===== src/bpc_pkg.sv =====
package bpc_pkg;

  // Configuration port geometry
  localparam int CFG_IDX_W  = 8;
  localparam int CFG_DATA_W = 16;

  // Configuration register indexes
  localparam logic [CFG_IDX_W-1:0] CFG_BUTTON_ENABLED = 8'd0;
  localparam logic [CFG_IDX_W-1:0] CFG_DEBOUNCE_MS    = 8'd1;
  localparam logic [CFG_IDX_W-1:0] CFG_LONG_PRESS_MS  = 8'd2;
  localparam logic [CFG_IDX_W-1:0] CFG_DOUBLE_GAP_MS  = 8'd3;

  // Reset values of the configuration registers
  localparam logic [15:0] DEBOUNCE_RST   = 16'd50;
  localparam logic [15:0] LONG_PRESS_RST = 16'd1000;
  localparam logic [15:0] DOUBLE_GAP_RST = 16'd300;

  // Press event codes
  typedef enum logic [1:0] {
    EV_NONE   = 2'd0,
    EV_SHORT  = 2'd1,
    EV_LONG   = 2'd2,
    EV_DOUBLE = 2'd3
  } bpc_event_t;

  // Configuration registers as one group
  typedef struct packed {
    logic        button_enabled;
    logic [15:0] debounce_ms;
    logic [15:0] long_press_ms;
    logic [15:0] double_gap_ms;
  } bpc_cfg_t;

  // Press tracking state
  typedef struct packed {
    logic        was_pressed;
    logic        awaiting_second;
    logic [31:0] press_start_time;
    logic [31:0] release_time;
  } bpc_state_t;

endpackage


===== src/bpc_classify.sv =====
module bpc_classify (
  input  bpc_pkg::bpc_cfg_t   cfg,
  input  bpc_pkg::bpc_state_t st,
  input  logic [31:0]         now_ms,
  input  logic                pin_level,
  output bpc_pkg::bpc_state_t st_nxt,
  output bpc_pkg::bpc_event_t press_event
);
  import bpc_pkg::*;

  logic        down;
  logic [31:0] hold;
  logic [31:0] since_release;

  // Pin is active low; elapsed times wrap modulo 2^32
  assign down          = ~pin_level;
  assign hold          = now_ms - st.press_start_time;
  assign since_release = now_ms - st.release_time;

  // Edge detection and hold classification for one poll
  always_comb begin
    st_nxt      = st;
    press_event = EV_NONE;
    if (cfg.button_enabled) begin
      if (down && !st.was_pressed) begin
        // press edge: remember when it started
        st_nxt.was_pressed      = 1'b1;
        st_nxt.press_start_time = now_ms;
      end else if (!down && st.was_pressed) begin
        // release edge: classify the hold
        st_nxt.was_pressed = 1'b0;
        if (hold < {16'd0, cfg.debounce_ms}) begin
          press_event = EV_NONE;
        end else if (hold >= {16'd0, cfg.long_press_ms}) begin
          st_nxt.awaiting_second = 1'b0;
          press_event            = EV_LONG;
        end else if (st.awaiting_second) begin
          st_nxt.awaiting_second = 1'b0;
          press_event            = EV_DOUBLE;
        end else begin
          st_nxt.awaiting_second = 1'b1;
          st_nxt.release_time    = now_ms;
        end
      end else if (st.awaiting_second && !down &&
                   (since_release > {16'd0, cfg.double_gap_ms})) begin
        // no second press within the gap: report the single short press
        st_nxt.awaiting_second = 1'b0;
        press_event            = EV_SHORT;
      end
    end
  end

endmodule


===== src/button_press_classifier.sv =====
// Button press classifier. Each input item is one poll (millisecond timestamp
// and raw active-low pin level) and yields exactly one result item: none,
// short, long or double press. Throughput is one item per clock while out_stall
// does not hold the result register; an accepted poll passes through the input
// register and then the result register, around the combinational classify
// step that also updates the press state. in_stall rises only while the result
// register is held by out_stall and the input register is full. Configuration
// writes take effect on the next clock and should be made while no item is in
// flight.
module button_press_classifier (
  input  logic                             clk,
  input  logic                             rst_n,
  input  logic                             in_valid,
  output logic                             in_stall,
  input  logic [31:0]                      in_now_ms,
  input  logic                             in_pin_level,
  output logic                             out_valid,
  input  logic                             out_stall,
  output logic [1:0]                       out_press_event,
  input  logic                             cfg_we,
  input  logic [bpc_pkg::CFG_IDX_W-1:0]    cfg_index,
  input  logic [bpc_pkg::CFG_DATA_W-1:0]   cfg_wdata
);
  import bpc_pkg::*;

  bpc_cfg_t   cfg_r;
  bpc_state_t state_r;
  bpc_state_t state_nxt;
  bpc_event_t event_nxt;
  logic       s1_valid_r;
  logic [31:0] s1_now_r;
  logic       s1_pin_r;
  logic       out_valid_r;
  bpc_event_t out_event_r;
  logic       advance;

  // Pipeline flow: stage 1 moves on when the result register is free
  assign advance  = !out_valid_r || !out_stall;
  assign in_stall = s1_valid_r && !advance;

  // Configuration registers
  always_ff @(posedge clk) begin
    if (!rst_n) begin
      cfg_r.button_enabled <= 1'b0;
      cfg_r.debounce_ms    <= DEBOUNCE_RST;
      cfg_r.long_press_ms  <= LONG_PRESS_RST;
      cfg_r.double_gap_ms  <= DOUBLE_GAP_RST;
    end else if (cfg_we) begin
      case (cfg_index)
        CFG_BUTTON_ENABLED: cfg_r.button_enabled <= cfg_wdata[0];
        CFG_DEBOUNCE_MS:    cfg_r.debounce_ms    <= cfg_wdata;
        CFG_LONG_PRESS_MS:  cfg_r.long_press_ms  <= cfg_wdata;
        CFG_DOUBLE_GAP_MS:  cfg_r.double_gap_ms  <= cfg_wdata;
        default: ;
      endcase
    end
  end

  // Input register: valid bit
  always_ff @(posedge clk) begin
    if (!rst_n) begin
      s1_valid_r <= 1'b0;
    end else if (!in_stall) begin
      s1_valid_r <= in_valid;
    end
  end

  // Input register: payload
  always_ff @(posedge clk) begin
    if (!in_stall && in_valid) begin
      s1_now_r <= in_now_ms;
      s1_pin_r <= in_pin_level;
    end
  end

  // Classify the registered poll against the current state
  bpc_classify u_classify (
    .cfg         (cfg_r),
    .st          (state_r),
    .now_ms      (s1_now_r),
    .pin_level   (s1_pin_r),
    .st_nxt      (state_nxt),
    .press_event (event_nxt)
  );

  // Press state, updated once per item as it leaves stage 1
  always_ff @(posedge clk) begin
    if (!rst_n) begin
      state_r <= '0;
    end else if (s1_valid_r && advance) begin
      state_r <= state_nxt;
    end
  end

  // Result register: valid bit
  always_ff @(posedge clk) begin
    if (!rst_n) begin
      out_valid_r <= 1'b0;
    end else if (advance) begin
      out_valid_r <= s1_valid_r;
    end
  end

  // Result register: payload
  always_ff @(posedge clk) begin
    if (s1_valid_r && advance) begin
      out_event_r <= event_nxt;
    end
  end

  assign out_valid       = out_valid_r;
  assign out_press_event = out_event_r;

endmodule


===== config.mk =====
export PLATFORM = sky130hd
export DESIGN_NAME = button_press_classifier
export DESIGN_NICKNAME = d
export VERILOG_FILES = /design/src/bpc_pkg.sv /design/src/bpc_classify.sv /design/src/button_press_classifier.sv
export SDC_FILE = /design/constraint.sdc
export NUM_CORES = 1
export LEC_CHECK = 0
export BUFFER_PORTS_ARGS = -buffer_cell sky130_fd_sc_hd__buf_2
export CORE_MARGIN = 1.5
export CORE_UTILIZATION = 50
export CTS_BUF_LIST = sky130_fd_sc_hd__clkbuf_8
export CTS_CLUSTER_SIZE = 24
export DETAILED_ROUTE_END_ITERATION = 12
export GPL_TIMING_DRIVEN = 0
export PLACE_DENSITY_LB_ADDON = 0.3
export SYNTH_ARGS = -nofsm -noshare
export SYNTH_HDL_FRONTEND = slang
export SYNTH_SLANG_ARGS = --single-unit

===== constraint.sdc =====
create_clock -name clk -period 14.5 [get_ports clk]
set_clock_uncertainty 0.1 [all_clocks]
set_input_delay 0 -clock clk [delete_from_list [all_inputs] [get_ports clk]]
set_output_delay 0 -clock clk [all_outputs]
set_load 0.05 [all_outputs]

-- Yosys cells after proc, flatten, opt, wreduce, memory -nomap -nowiden
Cells that the tools add are included.
- register bits: 152
- $add $sub $neg: 2
- $lt $le $gt $ge: 3
- equality and inequality tests: 4
- muxes and demuxes: 12
- bitwise logic cells: 6
- reduce and logical (&&, ||, !) cells: 25
- operator list (kind ; number):
    subtractor 32 bit ; 2
    >= comparator 32 x 16 -> 1 bit ; 1
    greater-than comparator 32 x 16 -> 1 bit ; 1
    less-than comparator 32 x 16 -> 1 bit ; 1
    equality test 8 x 2 -> 1 bit (second input constant) ; 2
    equality test 8 x 1 -> 1 bit (second input constant) ; 1
    logical NOT 8 bit ; 1
    two-way mux 1 bit ; 8
    two-way mux 2 bit ; 4
    AND reduction 2 bit ; 4
    logical AND 1 bit ; 7
    AND reduction 7 bit ; 1
    NOT 1 bit ; 6
    AND reduction 3 bit ; 2
    logical NOT 1 bit ; 5
    AND reduction 5 bit ; 1
    nonzero test 2 bit ; 2
    inequality test 2 bit (second input constant) ; 1
    OR reduction 2 bit ; 1
    logical OR 1 bit ; 1

-- Logic depth before layout (Yosys ltp)
Gate-level depths: netlist of run 1.
- depth in word-level cells: 6
- depth in mapped cells: 23

-- Hierarchy
A second synthesis of run 1 with hierarchy kept.
- cells, all modules: 1424
- area total of the unflattened synthesis: 11627.4 um2
- modules (own cells, without submodules) (module ; instances ; cells each ; area each (um2) ; sequential area each (um2)):
    bpc_classify ; 1 ; 905 ; 6103.4 ; 0.0
    button_press_classifier ; 1 ; 519 ; 5524.0 ; 3393.3

-- Worst setup path before layout of run 1
OpenSTA, ideal clock, no wires.
- path type: flip-flop to flip-flop
- start point: reg s1_now_r[3]
- end point: reg out_event_r[0] (netlist: out_press_event[0]) (data pin)
- setup time: 0.256 ns
- arrival: 4.176 ns
- required time: 14.144 ns
- slack: 9.969 ns
- stages on the path, launching flop included: 20
- path buffers: 0
- clock period less this slack: 4.531 ns
- cells stage by stage: edfxtp_1 > ha_1 > a21o_1 > a21oi_1 > a21oi_1 > o311ai_0 > a21oi_1 > a21o_1 > a21oi_1 > xnor2_1 > ha_1 > nand4_1 > nor3_1 > a21oi_1 > or4_1 > nor4_1 > nand4_1 > nor4_1 > nor3_1 > o211a_1
- cells in the longest elaborated chain, start to end: 5
- RTL lines (element ; line ; source):
    from (decl) ; button_press_classifier.sv:31 ; logic [31:0] s1_now_r;
    from (signal assigned) ; button_press_classifier.sv:71 ; s1_now_r <= in_now_ms;
    subtractor 32 bit, on equally long branches ; bpc_classify.sv:17, bpc_classify.sv:18 ;
    >= comparator 32 x 16 -> 1 bit / greater-than comparator 32 x 16 -> 1 bit (equally long branches) ; bpc_classify.sv:34, bpc_classify.sv:45 ;
    two-way mux 2 bit / logical AND 1 bit (equally long branches) ; bpc_classify.sv:34, bpc_classify.sv:44 ;
    two-way mux 2 bit / two-way mux 1 bit (equally long branches) ; bpc_classify.sv:32, bpc_classify.sv:44 ;
    two-way mux 2 bit (*) ; bpc_classify.sv:29 ; end else if (!down && st.was_pressed) begin
    to (signal assigned) ; button_press_classifier.sv:107 ; out_event_r <= event_nxt;
    to (decl) ; button_press_classifier.sv:34 ; bpc_event_t out_event_r;
Every way passes the cells marked *; elsewhere a longest branch is shown, timed or not.
A chain may end at the register's enable or synchronous reset.

-- Worst setup path after layout of run 1
- start point: reg s1_now_r[1]
- end point: reg out_event_r[0] (netlist: out_press_event[0]) (data pin)
Same word-level chain as after synthesis.

==> results.cfg, run 1 <==
[synth]
seq_area_frac_synth_pct = 31.8
ys_ff_latch = 152
synth_edf_count = 35
syn_area_per_cell_sq_um = 7.75
synthCells = 1376
synthFlopType = dfxtp_1
synth_cell_type_count = 72
yosysWarnings = 0
syn_nets = 1551
synth-async-reset-ratio_pct = 0
synth_area_sq_mm = 0.0107

[power_and_ir_drop]
ir_drop_v = 0.0000596
total_power_mw = 1.01
power_density_mw_per_mm2 = 81.3
p_leak_nw = 4.62

[critical_path]
path_class = flip-flop to flip-flop
cp-start-kind = flip-flop
r2r_start = s1_now_r[1]
crit_chain = ha_1, nor2b_1, o2111ai_1, a21oi_1, o311ai_0, a21oi_1, a21o_1, a21oi_1, xnor2_1, ha_1, nand4_1, nor3_1, a21oi_1, or4_1, nor4_1, nand4_1, nor4_1, nor3_1, o211a_1
cp_max_fo = 6
cp_top_family = simple AND/OR/NAND/NOR gates
cp.required_ps = 14640
crit_buf_inv = 0
cp.arrival_ps = 6420
startpoint = s1_now_r[1]
cpMaxStageDelayCell = nor4_1
cpPeakStageDelay_ps = 1020
cp-end-kind = flip-flop
crit_top_cell = a21oi_1

[sta]
slew_headroom_pct = 19.4
tns_ps = 0
rsz0062_at_grt = false
clock.fmax_mhz = 159
worst_pin_slew_ps = 1200
fin_crit_ps = 6280
slew_violations = 0
finalCritPeriodShare_pct = 43.3
setup_viol = 0
hold_slack_ps = 38.4
final-hold-violation-count = 0

[grt]
grt_pass1_wl_mm = 50.1
antenna_found_initial = 1
grt.total_usage_pct = 28.7
globalRouteOverflowTotal = 0
grt_max_degree = 33
grt_pass1_vias = 9934

[clocking]
cts_resized = 0
cts_tree = done
h-tree-depth = 4
cts_buffers = 17
cts-root-buf = clkbuf_8
ctsHoldBuffers = 59
cts_buffer_depth = 2
post_cts_buffers = 0
cts.sinks = 152
clk_pin_slew_ps = 100
clk_latency_ps = 480

[hold_path]
worstHoldPathType = primary input to flip-flop
min_from = cfg_index[3]

[floorplan]
fp.dieH_um = 149
start_util_pct = 50.9
ios = 66
coreArea_sq_mm = 0.0210
dieWidth_um = 149
dieArea_sq_mm = 0.0222
rows = 53

[final_layout]
multiInputGateArea_sq_mm = 0.00648
fillers = 1910
utilization_pct = 59.1
seqCellArea_sq_mm = 0.00339
final_common_cell = nand2_1
area_growth_pct = 16.2
drive_above_1_share_pct = 8.56
layout.cells.most_common_list = 211 x nand2_1, 185 x a21oi_1, 132 x inv_1
final_nets = 1693

[place]
hpwl_mm = 23.2
place.gp.congestion = 0.950
io_buffers = 63

[drt]
vias = 10400
totalWireLength_mm = 31.2
drcViolationCount = 0
vias_per_cell = 5.78
dr.pass1.iters = 6
routedWlPerCell_um = 17.2
drt_iter0_drc = 980
antenna_left = 0

[run]
drv_cap = 0

[status]
status = finished clean
## stage by stage
stage / setup WS (ps) / area, sq um / std cells
after global routing: 8110 / 12400 / 1807
after detailed placement: 8480 / 11300 / 1715
after CTS: 8450 / 12400 / 1806
after floorplan: 9970 / 10700 / 1376
final: 8220 / 12400 / 1807
after global placement: 8520 / 11300 / 1714
## worst reg2reg max path: stages (launching register included)
cell       delay (ps)
edfxtp_1          550
ha_1              330
nor2b_1           140
o2111ai_1         350
a21oi_1           160
o311ai_0          450
a21oi_1           230
a21o_1            230
a21oi_1           180
xnor2_1           130
ha_1              330
nand4_1           150
nor3_1            220
a21oi_1           100
or4_1             540
nor4_1            260
nand4_1           170
nor4_1           1020
nor3_1            150
o211a_1           280
## state kept, by name (all words and copies together), names as in the netlist
register	flops
state_r	66
cfg_r	49
s1_now_r	32
out_press_event	2
out_valid	1
s1_pin_r	1
s1_valid_r	1
## layer usage
| layer | track usage (%) | vias to the layer above | share of wire, % |
|---|---|---|---|
| met2 | 46.4 | 379 | 46 |
| met5 | 0 | - | 0 |
| met4 | 10.5 | 0 | 2.9 |
| met3 | 5.35 | 67 | 7.1 |
| met1 | 38.2 | 4846 | 44 |
| li1 | - | 5148 | - |
## layout make-up
| class | instances | area share, % |
|---|---|---|
| Antenna cell | 1 | 0.0202 |
| Inverter | 132 | 4.00 |
| Buffer | 72 | 2.42 |
| Clock inverter | 15 | 1.70 |
| Sequential cell | 152 | 27.4 |
| Timing Repair Buffer | 123 | 7.48 |
| Tap cell | 275 | 2.78 |
| Multi-Input combinational cell | 1020 | 52.3 |
| Clock buffer | 17 | 1.89 |
## kinds of logic (layout without fill, tap and decap cells)
family	Yosys count	in the layout	synth area share, %
compound gates	413	413	23.7
xor+xnor	39	39	3.20
fa+ha+maj	113	113	13.4
buf+inv	204	359	7.46
flops	152	152	31.8
mux	6	6	0.563
other cells	0	1	0
simple gates	449	449	19.8
## where the power goes
| group | internal [mW] | total (mW) | switching, mW |
|---|---|---|---|
| clock | 0.179 | 0.368 | 0.190 |
| sequential | 0.440 | 0.450 | 0.0101 |
| combinational | 0.0786 | 0.189 | 0.111 |
## worst paths after layout
path | endpoint | slack (ps) | depth (start not counted)
worst max-delay path | out_press_event[0] | 8220 | 19
worst min-delay path | cfg_r[35] | 40 | 6
worst max register to register | out_press_event[0] | 8220 | 19
worst min register to register | state_r[49] | 360 | 2
## Yosys cell counts (9+ instances only)
cell type	n	area share (%)
nand2_1	211	7.4
edfxtp_1	35	9.9
and3_1	13	0.76
nand4_1	26	1.5
nor3_1	20	0.94
a21o_1	27	1.9
nand2b_1	12	0.70
xor2_1	15	1.2
o21a_1	14	0.99
buf_2	12	0.56
nand3_1	58	2.7
ha_1	111	13
nor2_1	54	1.9
clkbuf_1	55	1.9
o21ai_0	64	3.0
o21ai_1	17	0.80
a31oi_1	9	0.53
a21oi_1	185	8.7
inv_1	132	4.6
dfxtp_1	117	22
xnor2_1	24	2.0
o211ai_1	23	1.6
No activity file was read; power rests on OpenSTA's default activity.
==> run 2: changes to the inputs <==
clock period = 5.6 ns   (was 14.5 ns; I/O delays follow)
==> results.cfg, run 2 (synthesized netlist as in run 1, its figures left out) <==
[status]
status = finished clean

[power_and_ir_drop]
power_switching_mw = 0.806
swShare_pct = 30.8
p_leak_nw = 4.65
p_int_mw = 1.81
power_density_mw_per_mm2 = 210
clkPwrFrac_pct = 36.4
combPwrFrac_pct = 19.1
p_seq_share_pct = 44.5
ir_drop_v = 0.000153
total_power_mw = 2.61

[critical_path]
cp.arrival_ps = 5640
cp.required_ps = 5740
cp_max_fo = 4
crit_chain = inv_1, ha_1, fa_1, nand2b_1, a21oi_2, o21ai_0, and2_1, o21ai_1, xor2_1, ha_1, a21oi_1, nand2_1, a21oi_1, a21oi_1, or4_1, nor4_1, nand4_1, nor4_4, nor3_1, o211a_1
cp-start-kind = flip-flop
crit_top_cell = a21oi_1
r2r_slack_ps = 100
cpPeakStageDelay_ps = 540
path_class = flip-flop to flip-flop
cpMaxStageDelayCell = or4_1
cp-end-kind = flip-flop

[floorplan]
coreArea_sq_mm = 0.0210
fp.dieH_um = 149
dieWidth_um = 149
dieArea_sq_mm = 0.0222
ios = 66
rows = 53
start_util_pct = 50.9

[final_layout]
final_cell_area_sq_mm = 0.0125
final_common_cell = nand2_1
reg.largest.list = state_r: 66 flops, cfg_r: 49 flops, s1_now_r: 32 flops
area_growth_pct = 16.9
final_nets = 1697
drive_above_1_share_pct = 9.25
largest_reg_flops = 66
fillers = 1904
top_register = state_r
seqCellArea_sq_mm = 0.00339
layout.cells.most_common_list = 211 x nand2_1, 181 x a21oi_1, 132 x inv_1
utilization_pct = 59.5
multiInputGateArea_sq_mm = 0.00652

[drt]
routedWlPerCell_um = 17.3
drt_iter0_drc = 939
totalWireLength_mm = 31.3
dr.pass1.iters = 6
antenna_left = 0
drcViolationCount = 0
vias_per_cell = 5.81
vias = 10500

[place]
hpwl_mm = 23.2
placed_cell_area_sq_mm = 0.0113
place.gp.congestion = 0.950
io_buffers = 63

[grt]
antenna_found_initial = 2
grt.total_usage_pct = 28.7
grt_max_degree = 33
grt_pass1_vias = 9975
grt_pass1_wl_mm = 50.0
globalRouteOverflowTotal = 0

[run]
drv_cap = 0

[clocking]
cts.sinks = 152
cts-root-buf = clkbuf_8
clk_pin_slew_ps = 100
h-tree-depth = 4
cts_tree = done
clk_latency_ps = 480
cts_buffers = 17
cts_buffer_depth = 2

[sta]
hold_slack_ps = 45.1
slew_headroom_pct = 32.1
finalCritPeriodShare_pct = 98.3
clock.fmax_mhz = 182
worst_pin_slew_ps = 1010
fin_crit_ps = 5500
final-hold-violation-count = 0
setup_viol = 0
slew_violations = 0

[hold_path]
worstHoldPathType = primary input to flip-flop
==> run 2: metal layers <==
metal | GRT usage, % | share of wire, % | wire (um)
met2 | 45.6 | 45 | 14000
met4 | 12.4 | 3.7 | 1160
met1 | 37.4 | 44 | 13700
met5 | 0 | 0 | 0
met3 | 6.45 | 7.6 | 2380
==> run 2: worst max-delay path, delay by kind of cell, from the launching register on <==
| kind | cells | cell delay (ps) |
|---|---|---|
| and+or+nand+nor | 8 | 2170 |
| AOI/OAI and AO/OA | 7 | 1280 |
| adders and majority gates | 3 | 930 |
| DFF | 1 | 410 |
| xor gates and xnor gates | 1 | 260 |
| buffers and inverters | 1 | 90 |
==> run 2: cell type report <==
| cell class | instances | area share, % |
|---|---|---|
| diodes | 2 | 0.0402 |
| plain buffers | 72 | 2.41 |
| clock buffers | 17 | 1.88 |
| clock inverters | 15 | 1.69 |
| inverters | 132 | 3.98 |
| multi-input cells | 1020 | 52.3 |
| flip-flops and latches | 152 | 27.2 |
| well taps | 275 | 2.76 |
| repair buffers | 127 | 7.67 |
==> run 2: power groups by stage <==
stage / Sequential [mW] / Clock [mW] / Combinational (mW)
floorplan: 1.18 / 0 / 0.319
global placement: 1.19 / 0 / 0.435
detailed placement: 1.19 / 0 / 0.446
CTS: 1.16 / 0.961 / 0.481
global route: 1.16 / 1.01 / 0.554
finish: 1.16 / 0.951 / 0.498
==> run 2: timing repair <==
item | CTS | global route
setup buffers | 0 | 4
hold endpoints to repair | 86 | 0
endpoints found under the setup margin | 2 | 2
pin swaps | 1 | 2
hold buffers | 59 | 0
gates resized for setup | 2 | 8
==> run 2: worst paths after layout <==
path                            depth (start not counted)          from            endpoint
worst max-delay path                                   20   s1_now_r[0]  out_press_event[0]
worst min-delay path                                    6  cfg_index[3]           cfg_r[35]
worst max register to register                         20   s1_now_r[0]  out_press_event[0]
worst min register to register                          2   state_r[45]         state_r[45]
==> run 2: per-stage QoR <==
step / setup TNS [ps] / instances / setup slack (ps)
6_report: 0 / 1812 / 97.3
3_5_place_dp: -666 / 1715 / -415
2_1_floorplan: 0 / 1376 / 1070
5_1_grt: -22.2 / 1811 / -22.2
4_1_cts: 0 / 1806 / 102
3_3_place_gp: -578 / 1714 / -383
